`config.mk`:
```
export PLATFORM = sky130hd
export DESIGN_NAME = lehmer_rng_range_draw
export DESIGN_NICKNAME = d
export VERILOG_FILES = /design/src/rtl/lrd_pkg.sv /design/src/rtl/lrd_datapath.sv /design/src/rtl/lrd_ctrl.sv /design/src/rtl/lehmer_rng_range_draw.sv
export VERILOG_INCLUDE_DIRS = /design/src /design/src/rtl
export SDC_FILE = /design/constraint.sdc
export NUM_CORES = 2
export LEC_CHECK = 0
export BUFFER_PORTS_ARGS = -buffer_cell sky130_fd_sc_hd__buf_4
export CAP_MARGIN = 30
export CORE_ASPECT_RATIO = 1.4
export CORE_MARGIN = 10
export CORE_UTILIZATION = 45
export CTS_CLUSTER_DIAMETER = 60
export DETAILED_ROUTE_END_ITERATION = 8
export GPL_TIMING_DRIVEN = 1
export RECOVER_POWER = 50
export SLEW_MARGIN = 5
export SYNTH_ARGS = -nofsm -noshare
export SYNTH_HDL_FRONTEND = slang
export SYNTH_SLANG_ARGS = --single-unit
```
`constraint.sdc`:
```
create_clock -name clk -period 10.45 [get_ports clk]
set_input_delay 0.5225 -clock clk [delete_from_list [all_inputs] [get_ports clk]]
set_output_delay 0.5225 -clock clk [all_outputs]
set_load 0.03 [all_outputs]
```
`src/rtl/lehmer_rng_range_draw_assert.svh`:
```
// Assertion macros shared by the datapath and controller RTL files.
`ifndef LEHMER_RNG_RANGE_DRAW_ASSERT_SVH
`define LEHMER_RNG_RANGE_DRAW_ASSERT_SVH

// Same-cycle implication, checked out of reset.
`define LRD_ASSERT_NOW(label, clk, rst, ante, cons) \
  label: assert property (@(posedge clk) disable iff (rst) (ante) |-> (cons)) \
    else $error("lrd assertion failed");

// Next-cycle implication, checked out of reset.
`define LRD_ASSERT_NEXT(label, clk, rst, ante, cons) \
  label: assert property (@(posedge clk) disable iff (rst) (ante) |=> (cons)) \
    else $error("lrd assertion failed");

`endif

```
`src/rtl/lrd_pkg.sv`:
```
`default_nettype none

package lrd_pkg;

  localparam int STATE_W = 31;
  localparam int MULT_W  = 16;
  localparam int PROD_W  = STATE_W + MULT_W;
  localparam int K_W     = 16;
  localparam int DATA_W  = 32;
  localparam int D_W     = DATA_W + 2;
  localparam int U_W     = K_W + 2;
  localparam int SP_W    = D_W + U_W;
  localparam int SHIFT   = K_W + 1;

  localparam logic [MULT_W-1:0]  LEHMER_MULT = 16'd48271;
  localparam logic [STATE_W-1:0] ZERO_FIX    = 31'd3399;
  localparam logic [STATE_W-1:0] SEED_RESET  = 31'd4660;
  localparam logic [STATE_W-1:0] SEED_ZERO   = 31'd1;

  localparam logic OP_INT  = 1'b0;
  localparam logic OP_REAL = 1'b1;

  typedef struct packed {
    logic load_seed;
    logic load_in;
    logic fold;
    logic scale;
    logic load_out;
  } cmd_t;

  typedef struct packed {
    logic out_free;
  } sts_t;

endpackage

`default_nettype wire

```
`src/rtl/lrd_datapath.sv`:
```
`default_nettype none
`include "lehmer_rng_range_draw_assert.svh"

module lrd_datapath (
  input  logic                               clk,
  input  logic                               rst,
  input  lrd_pkg::cmd_t                      cmd,
  output lrd_pkg::sts_t                      sts,
  input  logic [lrd_pkg::STATE_W-1:0]        seed_value,
  input  logic                               operation,
  input  logic signed [lrd_pkg::DATA_W-1:0]  range_low,
  input  logic signed [lrd_pkg::DATA_W-1:0]  range_high,
  output logic                               out_valid,
  input  logic                               out_stall,
  output logic signed [lrd_pkg::DATA_W-1:0]  draw_value,
  output logic [lrd_pkg::K_W-1:0]            unit_fraction,
  output logic [lrd_pkg::STATE_W-1:0]        state_value
);
  import lrd_pkg::*;

  logic [STATE_W-1:0]       gen_state;
  logic [PROD_W-1:0]        prod;
  logic signed [D_W-1:0]    d_r;
  logic signed [DATA_W-1:0] lo_r;
  logic signed [SP_W-1:0]   scaled;

  logic [PROD_W-1:0]        prod_next;
  logic [STATE_W:0]         fold_sum;
  logic                     fold_ge;
  logic [STATE_W-1:0]       fold_red;
  logic [STATE_W-1:0]       fold_state;
  logic [STATE_W-1:0]       seed_fix;
  logic signed [D_W-1:0]    d_next;
  logic signed [D_W-1:0]    hi_ext;
  logic signed [D_W-1:0]    lo_ext;
  logic signed [U_W-1:0]    unit_odd;

  assign prod_next = PROD_W'(gen_state) * PROD_W'(LEHMER_MULT);
  assign fold_sum  = {1'b0, prod[STATE_W-1:0]} + (STATE_W+1)'(prod[PROD_W-1:STATE_W]);
  assign fold_ge   = fold_sum[STATE_W] | (&fold_sum[STATE_W-1:0]);
  assign fold_red  = fold_ge ? (fold_sum[STATE_W-1:0] + STATE_W'(1))
                             : fold_sum[STATE_W-1:0];
  assign fold_state = (fold_red == '0) ? ZERO_FIX : fold_red;
  assign seed_fix   = (seed_value == '0) ? SEED_ZERO : seed_value;

  assign hi_ext = {{(D_W-DATA_W){range_high[DATA_W-1]}}, range_high};
  assign lo_ext = {{(D_W-DATA_W){range_low[DATA_W-1]}}, range_low};
  assign d_next = hi_ext - lo_ext + ((operation == OP_INT) ? D_W'(1) : D_W'(0));
  assign unit_odd = $signed({1'b0, gen_state[K_W-1:0], 1'b1});

  assign sts.out_free = !out_valid || !out_stall;

  always_ff @(posedge clk) begin
    if (rst) begin
      gen_state <= SEED_RESET;
      out_valid <= 1'b0;
    end else begin
      if (cmd.load_seed) begin
        gen_state <= seed_fix;
      end else if (cmd.fold) begin
        gen_state <= fold_state;
      end
      if (cmd.load_out) begin
        out_valid <= 1'b1;
      end else if (!out_stall) begin
        out_valid <= 1'b0;
      end
    end
  end

  always_ff @(posedge clk) begin
    if (cmd.load_in) begin
      prod <= prod_next;
      d_r  <= d_next;
      lo_r <= range_low;
    end
    if (cmd.scale) begin
      scaled <= unit_odd * d_r;
    end
    if (cmd.load_out) begin
      draw_value    <= scaled[SHIFT+DATA_W-1:SHIFT] + lo_r;
      unit_fraction <= gen_state[K_W-1:0];
      state_value   <= gen_state;
    end
  end

  `LRD_ASSERT_NOW(a_state_nonzero, clk, rst, 1'b1, gen_state != '0)
  `LRD_ASSERT_NEXT(a_load_out_valid, clk, rst, cmd.load_out, out_valid)
  `LRD_ASSERT_NEXT(a_fold_below_mod, clk, rst, cmd.fold, gen_state != '1)

endmodule

`default_nettype wire

```
`src/rtl/lrd_ctrl.sv`:
```
`default_nettype none
`include "lehmer_rng_range_draw_assert.svh"

module lrd_ctrl (
  input  logic          clk,
  input  logic          rst,
  input  logic          cfg_valid,
  output logic          cfg_ready,
  input  logic          in_valid,
  output logic          in_stall,
  input  lrd_pkg::sts_t sts,
  output lrd_pkg::cmd_t cmd
);
  import lrd_pkg::*;

  localparam logic [1:0] ST_IDLE  = 2'd0;
  localparam logic [1:0] ST_FOLD  = 2'd1;
  localparam logic [1:0] ST_SCALE = 2'd2;
  localparam logic [1:0] ST_WRITE = 2'd3;

  logic [1:0] state;
  logic [1:0] state_next;
  logic       in_take;

  assign in_stall  = (state != ST_IDLE) || cfg_valid;
  assign cfg_ready = (state == ST_IDLE);
  assign in_take   = in_valid && !in_stall;

  always_comb begin
    state_next   = state;
    cmd          = '0;
    cmd.load_seed = cfg_valid && cfg_ready;
    unique case (state)
      ST_IDLE: begin
        if (in_take) begin
          cmd.load_in = 1'b1;
          state_next  = ST_FOLD;
        end
      end
      ST_FOLD: begin
        cmd.fold   = 1'b1;
        state_next = ST_SCALE;
      end
      ST_SCALE: begin
        cmd.scale  = 1'b1;
        state_next = ST_WRITE;
      end
      ST_WRITE: begin
        if (sts.out_free) begin
          cmd.load_out = 1'b1;
          state_next   = ST_IDLE;
        end
      end
      default: begin
        state_next = ST_IDLE;
      end
    endcase
  end

  always_ff @(posedge clk) begin
    if (rst) begin
      state <= ST_IDLE;
    end else begin
      state <= state_next;
    end
  end

  `LRD_ASSERT_NEXT(a_take_to_fold, clk, rst, in_take, state == ST_FOLD)
  `LRD_ASSERT_NOW(a_out_only_free, clk, rst, cmd.load_out, sts.out_free)
  `LRD_ASSERT_NOW(a_seed_only_idle, clk, rst, cmd.load_seed, !cmd.fold && state == ST_IDLE)

endmodule

`default_nettype wire

```
`src/rtl/lehmer_rng_range_draw.sv`:
```
// Lehmer random range draw (multiplier 48271, modulus 2^31-1).
// Input channel: in_valid / in_stall with operation, range_low, range_high.
//   An item is taken when in_valid is high and in_stall is low.
// Output channel: out_valid / out_stall with draw_value, unit_fraction and
//   state_value; a result is taken when out_valid is high and out_stall low.
// Seed channel: cfg_valid / cfg_ready with seed_value; a write reloads the
//   generator state (zero loads one). Write only while no item is in flight;
//   a pending write stalls the input.
// The result is loaded into the output register in the last of the four
//   controller steps (take and multiply, modular fold, range multiply, output
//   load), which run one at a time; the next item is taken after the load.
// The output register holds a finished result while the next item is taken;
//   a stalled receiver holds the result and, once the next one is ready,
//   the block waits in its output step and stalls the input.
// Reset (rst, synchronous): state goes to 4660, out_valid and controller clear.
`default_nettype none

module lehmer_rng_range_draw (
  input  logic                               clk,
  input  logic                               rst,
  input  logic                               cfg_valid,
  output logic                               cfg_ready,
  input  logic [lrd_pkg::STATE_W-1:0]        seed_value,
  input  logic                               in_valid,
  output logic                               in_stall,
  input  logic                               operation,
  input  logic signed [lrd_pkg::DATA_W-1:0]  range_low,
  input  logic signed [lrd_pkg::DATA_W-1:0]  range_high,
  output logic                               out_valid,
  input  logic                               out_stall,
  output logic signed [lrd_pkg::DATA_W-1:0]  draw_value,
  output logic [lrd_pkg::K_W-1:0]            unit_fraction,
  output logic [lrd_pkg::STATE_W-1:0]        state_value
);
  import lrd_pkg::*;

  cmd_t cmd;
  sts_t sts;

  lrd_ctrl u_ctrl (
    .clk       (clk),
    .rst       (rst),
    .cfg_valid (cfg_valid),
    .cfg_ready (cfg_ready),
    .in_valid  (in_valid),
    .in_stall  (in_stall),
    .sts       (sts),
    .cmd       (cmd)
  );

  lrd_datapath u_datapath (
    .clk           (clk),
    .rst           (rst),
    .cmd           (cmd),
    .sts           (sts),
    .seed_value    (seed_value),
    .operation     (operation),
    .range_low     (range_low),
    .range_high    (range_high),
    .out_valid     (out_valid),
    .out_stall     (out_stall),
    .draw_value    (draw_value),
    .unit_fraction (unit_fraction),
    .state_value   (state_value)
  );

endmodule

`default_nettype wire
```
==> Yosys cells after proc, flatten, opt, wreduce, memory -nomap -nowiden <==
Index checks and enable logic that the tools add are counted.
{ "classes": {"n_eq_ne": 6, "n_div": 0, "order_cmp": 0, "reduce_logical": 14, "addsub": 5, "muxes": 17, "shifts": 0, "multipliers": 2, "n_bitwise": 1} }
{ "op_table": {"columns": ["cell", "count"], "rows": [
  ["$mux W31", 5],
  ["$logic_not A31 Y1", 2],
  ["$mul A18 B34 Y49", 1],
  ["$mul A31 B16 Y47 const B", 1],
  ["$add A34 B34 Y34", 1],
  ["$sub A32 B32 Y33", 1],
  ["$add A31 B16 Y32", 1],
  ["$add A32 B32 Y32", 1],
  ["$add A31 B1 Y31 const B", 1],
  ["$reduce_and A31 Y1", 1],
  ["$mux W1", 9],
  ["$pmux W2 S4", 1],
  ["$eq A2 B2 Y1 const B", 2],
  ["$mux W2", 2],
  ["$ne A2 B2 Y1 const B", 2],
  ["$reduce_bool A2 Y1", 2],
  ["$logic_not A1 Y1", 3],
  ["$eq A2 B1 Y1 const B", 1],
  ["$logic_and A1 B1 Y1", 2],
  ["$logic_not A2 Y1", 1],
  ["$logic_or A1 B1 Y1", 2],
  ["$ne A2 B1 Y1 const B", 1],
  ["$reduce_and A2 Y1", 1],
  ["$or A1 B1 Y1", 1]
]} }
{ "word_totals": {"latch_bits": 0, "romBits": 0, "ramBits": 0, "register_bits": 275, "in_bits": 101, "mem_count": 0} }

==> Depth between registers and ports, before layout <==
{ "depth": {"depth_word": 8, "mapped_depth": 29} }

==> By module <==
Synthesis repeated with hierarchy kept, for this count alone.
{ "hier_totals": {"hier_cells": 4277, "hier_area_um2": 41090.7} }
{ "by_module_without_submodules": {"columns": ["mod", "seq_area_each_um2", "area_each_um2", "cells_each", "instances"], "rows": [
  ["lrd_datapath", 6886.6, 40867.9, 4254, 1],
  ["lrd_ctrl", 40.0, 222.7, 23, 1]
]} }

==> Worst setup path after synthesis <==
OpenSTA, ideal clock, no wires.
{ "synth_timing": {"kind": "flip-flop to flip-flop", "startpoint": "register u_datapath.gen_state[5]", "endpoint": "register u_datapath.scaled[37], data pin", "path_buffers": 2, "synth_period_minus_slack_ns": 7.377, "path_stages_with_launch": 30, "t_required_ns": 10.184, "t_arrival_ns": 7.111, "setup_slack_ns": 3.073, "cell_sequence": "dfxtp_1 > inv_1 > clkbuf_1 > clkbuf_1 > nor2_1 > fa_1 > inv_1 > fa_1 > fa_1 > fa_1 > inv_1 > fa_1 > inv_1 > fa_1 > inv_1 > ha_1 > o211a_1 > a21oi_1 > o21ai_0 > a31oi_1 > nand4b_1 > a21oi_1 > a221o_1 > nand4_1 > a21boi_0 > o21ai_0 > nor2b_1 > o21ai_0 > o41ai_1 > xnor2_1"} }
{ "synth_between": {"elab_chain_cells": 1} }
{ "synth_lines": {"columns": ["item", "line_no", "text"], "rows": [
  ["from (decl)", "lrd_datapath.sv:21", "logic [STATE_W-1:0] gen_state;"],
  ["from (signal assigned)", "lrd_datapath.sv:59", "gen_state <= seed_fix;"],
  ["from (signal assigned)", "lrd_datapath.sv:61", "gen_state <= fold_state;"],
  ["$mul A18 B34 Y49", "lrd_datapath.sv:78", "scaled <= unit_odd * d_r;"],
  ["to (signal assigned)", "lrd_datapath.sv:78", null],
  ["to (decl)", "lrd_datapath.sv:25", "logic signed [SP_W-1:0] scaled;"]
]} }
No other way between the ends.
A chain may end at the register's enable or synchronous reset.

==> Worst setup path after layout <==
{ "layout_timing": {"startpoint": "register u_datapath.gen_state[6]", "endpoint": "register u_datapath.scaled[48], data pin"} }
Same word-level chain as after synthesis.

==> impl_results.md <==
- Post-synth top flop: edfxtp_1
- Post-Route Skew: 43.15 ps
- HP Class: input port to flop
- Hold buffers post-CTS: 0
- Slew of the pin with the lowest slew margin: 3749 ps
- Slew margin rel.: -1.499
- Final-stage net count: 5610
- Die width: 275.1 microns
- Data required, critical path: 10760 ps
- Setup TNS: 0 ps
- Ranking of synthesized cells by area: fa_1, edfxtp_1, ha_1
- Gpl congestion: 0.9055
- Top Ports: 183
- Reg clk slew, reported paths: 60 ps
- CP peak stage delay: 810 ps
- Diodes inserted: 0
- Clock Path Buffers: 3
- GRT Util Overall: 0.2215
- Fin. max-slew vios: 286
- Post-synth EDFFs: 208
- Cell with the largest stage delay on the worst path: clkbuf_1
- Clk root buf: clkbuf_16
- Synth Area per Inst: 9.592 sq um
- Largest net degree at the start of global routing: 65
- Placement Rows: 130
- DRC: 0
- CTS tree: done
- Number of buffers created by CTS: 34
- Syn Nets: 5482
- Worst Path Max Fanout: 22
- Total core area: 90110 sq um
- Area Growth Syn to Fin: 8.118%
- DIE AREA: 103700 sq um
- Total Routed Length: 111.9 mm
- CTS sink count: 242
- DRT Pass-1 Iters: 5
- Post-DP HPWL: 92.23 mm
- Critical path class: flop to flop
- Final setup vio count: 0
- Layout cell share with drive strength beyond 1: 0.05014
- Syn Inst Count: 4274
- Cell mode on critical path: fa_1
- Via count: 29430
- # port buffers: 182
- Crit end category: flop
- Gr ovfl total: 0
- Violated checks: capacitance limit, slew limit
- Clk_lat worst skew: 580 ps
- Netlist cell types: 98
- Post-synth top area share: 0.3530
- Yosys Warn Count: 0
- Post_cts resized: 0
- Final Hold Fails: 0
- Leading area contributor after synthesis: fa_1
- Arrival @ worst endpoint: 9440 ps
- Post-synthesis sequential area ratio: 0.1690
- Die height: 377.1 microns
- First-pass GRT wire length: 178.0 mm
- Iter 0 DRT Violations: 1485
- Max H-tree Level: 2
- FF+latch count, synth: 242
- Initial Util: 0.4550
- Async SR Flop Fraction: 0
- Vias per inst: 5.240
- CP delay by family, top: adder cells
- Number of global-route vias before repair: 31810
- Crit path time final: 9129 ps
- Crit path buf inv count: 6
- F_max: 0.1095 GHz
- RSZ-0062 raised after global routing: false
- Buffer count from post-CTS setup fixing: 0
- Detail Route Antenna Nets: 0
- Max-Cap Viols: 9
- Final period util: 0.8736
- Fillers: 8649
- Core Util, Final: 0.4919
- Crit path launch type: flop
- Drt wl/cell: 19.93 microns
- Status: finished with violations
- Initial antenna violation count: 1
- Cell area after synthesis: 41000 sq um
-- kinds of logic (layout without fill, tap and decap cells) --
kind of cell	count (synthesis)	in the layout	share of synthesized area
mux	6	6	0.001556
simple gates	1061	1061	0.1282
compound gates	475	475	0.07654
flops	242	242	0.1690
fa+ha+maj	1107	1107	0.4702
buf+inv	1175	1329	0.1095
xor+xnor	208	208	0.04499
-- placed cells by master (no fill, tap or decap), drive strengths merged, types with 15 or more instances in the layout --
| cell type | instances |
|---|---|
| nor2 | 252 |
| or3 | 15 |
| xnor2 | 143 |
| nand4 | 30 |
| dfxtp | 34 |
| o21ai | 108 |
| and2 | 208 |
| and3 | 19 |
| o21a | 23 |
| nand2 | 321 |
| a31oi | 21 |
| nor2b | 15 |
| nor4 | 16 |
| a21o | 41 |
| o22ai | 16 |
| nor3 | 72 |
| ha | 384 |
| fa | 723 |
| clkinv | 20 |
| clkbuf | 175 |
| o21bai | 16 |
| xor2 | 65 |
| edfxtp | 208 |
| nand2b | 28 |
| nand3 | 43 |
| a211oi | 23 |
| a21oi | 134 |
| inv | 1036 |
| buf | 94 |
-- layout make-up --
class                   count  area (sq um)  share of cell area
repair buffers            224          1262             0.02848
well taps                1188          1486             0.03353
multi-input cells        2857         29590              0.6676
inverters                1043          3915             0.08832
clock inverters            17         178.9            0.004037
clock buffers              45         964.7             0.02176
flip-flops and latches    242          6928              0.1563
-- flip-flops by register name, indices dropped and copies added (netlist names) --
register                count
u_datapath.prod            47
u_datapath.lo_r            32
u_datapath.d_r             34
u_datapath.scaled          32
u_datapath.draw_value      32
u_datapath.gen_state       31
u_datapath.state_value     31
u_ctrl.state                2
u_datapath.out_valid        1
-- metal layers --
| metal | wire [microns] | vias to the layer above | GRT usage | part of all wire |
|---|---|---|---|---|
| met5 | 0 | - | 0 | 0 |
| met4 | 4210 | 0 | 0.08075 | 0.038 |
| met3 | 4555 | 182 | 0.02142 | 0.041 |
| met2 | 59360 | 657 | 0.4063 | 0.53 |
| met1 | 43770 | 15020 | 0.2636 | 0.39 |
| li1 | - | 13570 | - | - |
-- synthesized netlist by cell type, types with 15 or more instances --
cell type  number
a211oi_1       19
a21o_1         41
a21oi_1       132
a31oi_1        18
and2_1        207
and3_1         18
buf_4          16
clkbuf_1      109
dfxtp_1        34
edfxtp_1      208
fa_1          723
ha_1          384
inv_1        1029
nand2_1       320
nand2b_1       28
nand3_1        42
nand4_1        26
nor2_1        251
nor2b_1        15
nor3_1         68
nor4_1         15
o21a_1         23
o21ai_0       101
o21bai_1       16
o22ai_1        16
or3_1          15
xnor2_1       143
xor2_1         62
-- final timing paths --
check                           start                    endpoint  slack [ps]  depth (start not counted)
max           u_datapath.gen_state[6]       u_datapath.scaled[48]        1320                         28
min                      range_low[8]          u_datapath.lo_r[8]         150                          1
min reg2reg  u_datapath.gen_state[14]  u_datapath.state_value[14]         490                          0
max reg2reg   u_datapath.gen_state[6]       u_datapath.scaled[48]        1320                         28
-- per-stage QoR --
| step | std cells | hold slack, ps | setup WS, ps | cell area (sq um) |
|---|---|---|---|---|
| final | 5616 | 152.2 | 1321 | 44330 |
| after global routing | 5616 | 133.1 | 785.5 | 44330 |
| after CTS | 5614 | 97.36 | 1971 | 44750 |
| after detailed placement | 5552 | 530.5 | 1942 | 43610 |
| after global placement | 5550 | 527.5 | 2044 | 43590 |
| after floorplan | 4274 | 508.0 | 3073 | 41000 |
Power is not shown: default switching activity piles up to over one toggle a cycle in this logic, so the estimate is an artifact.
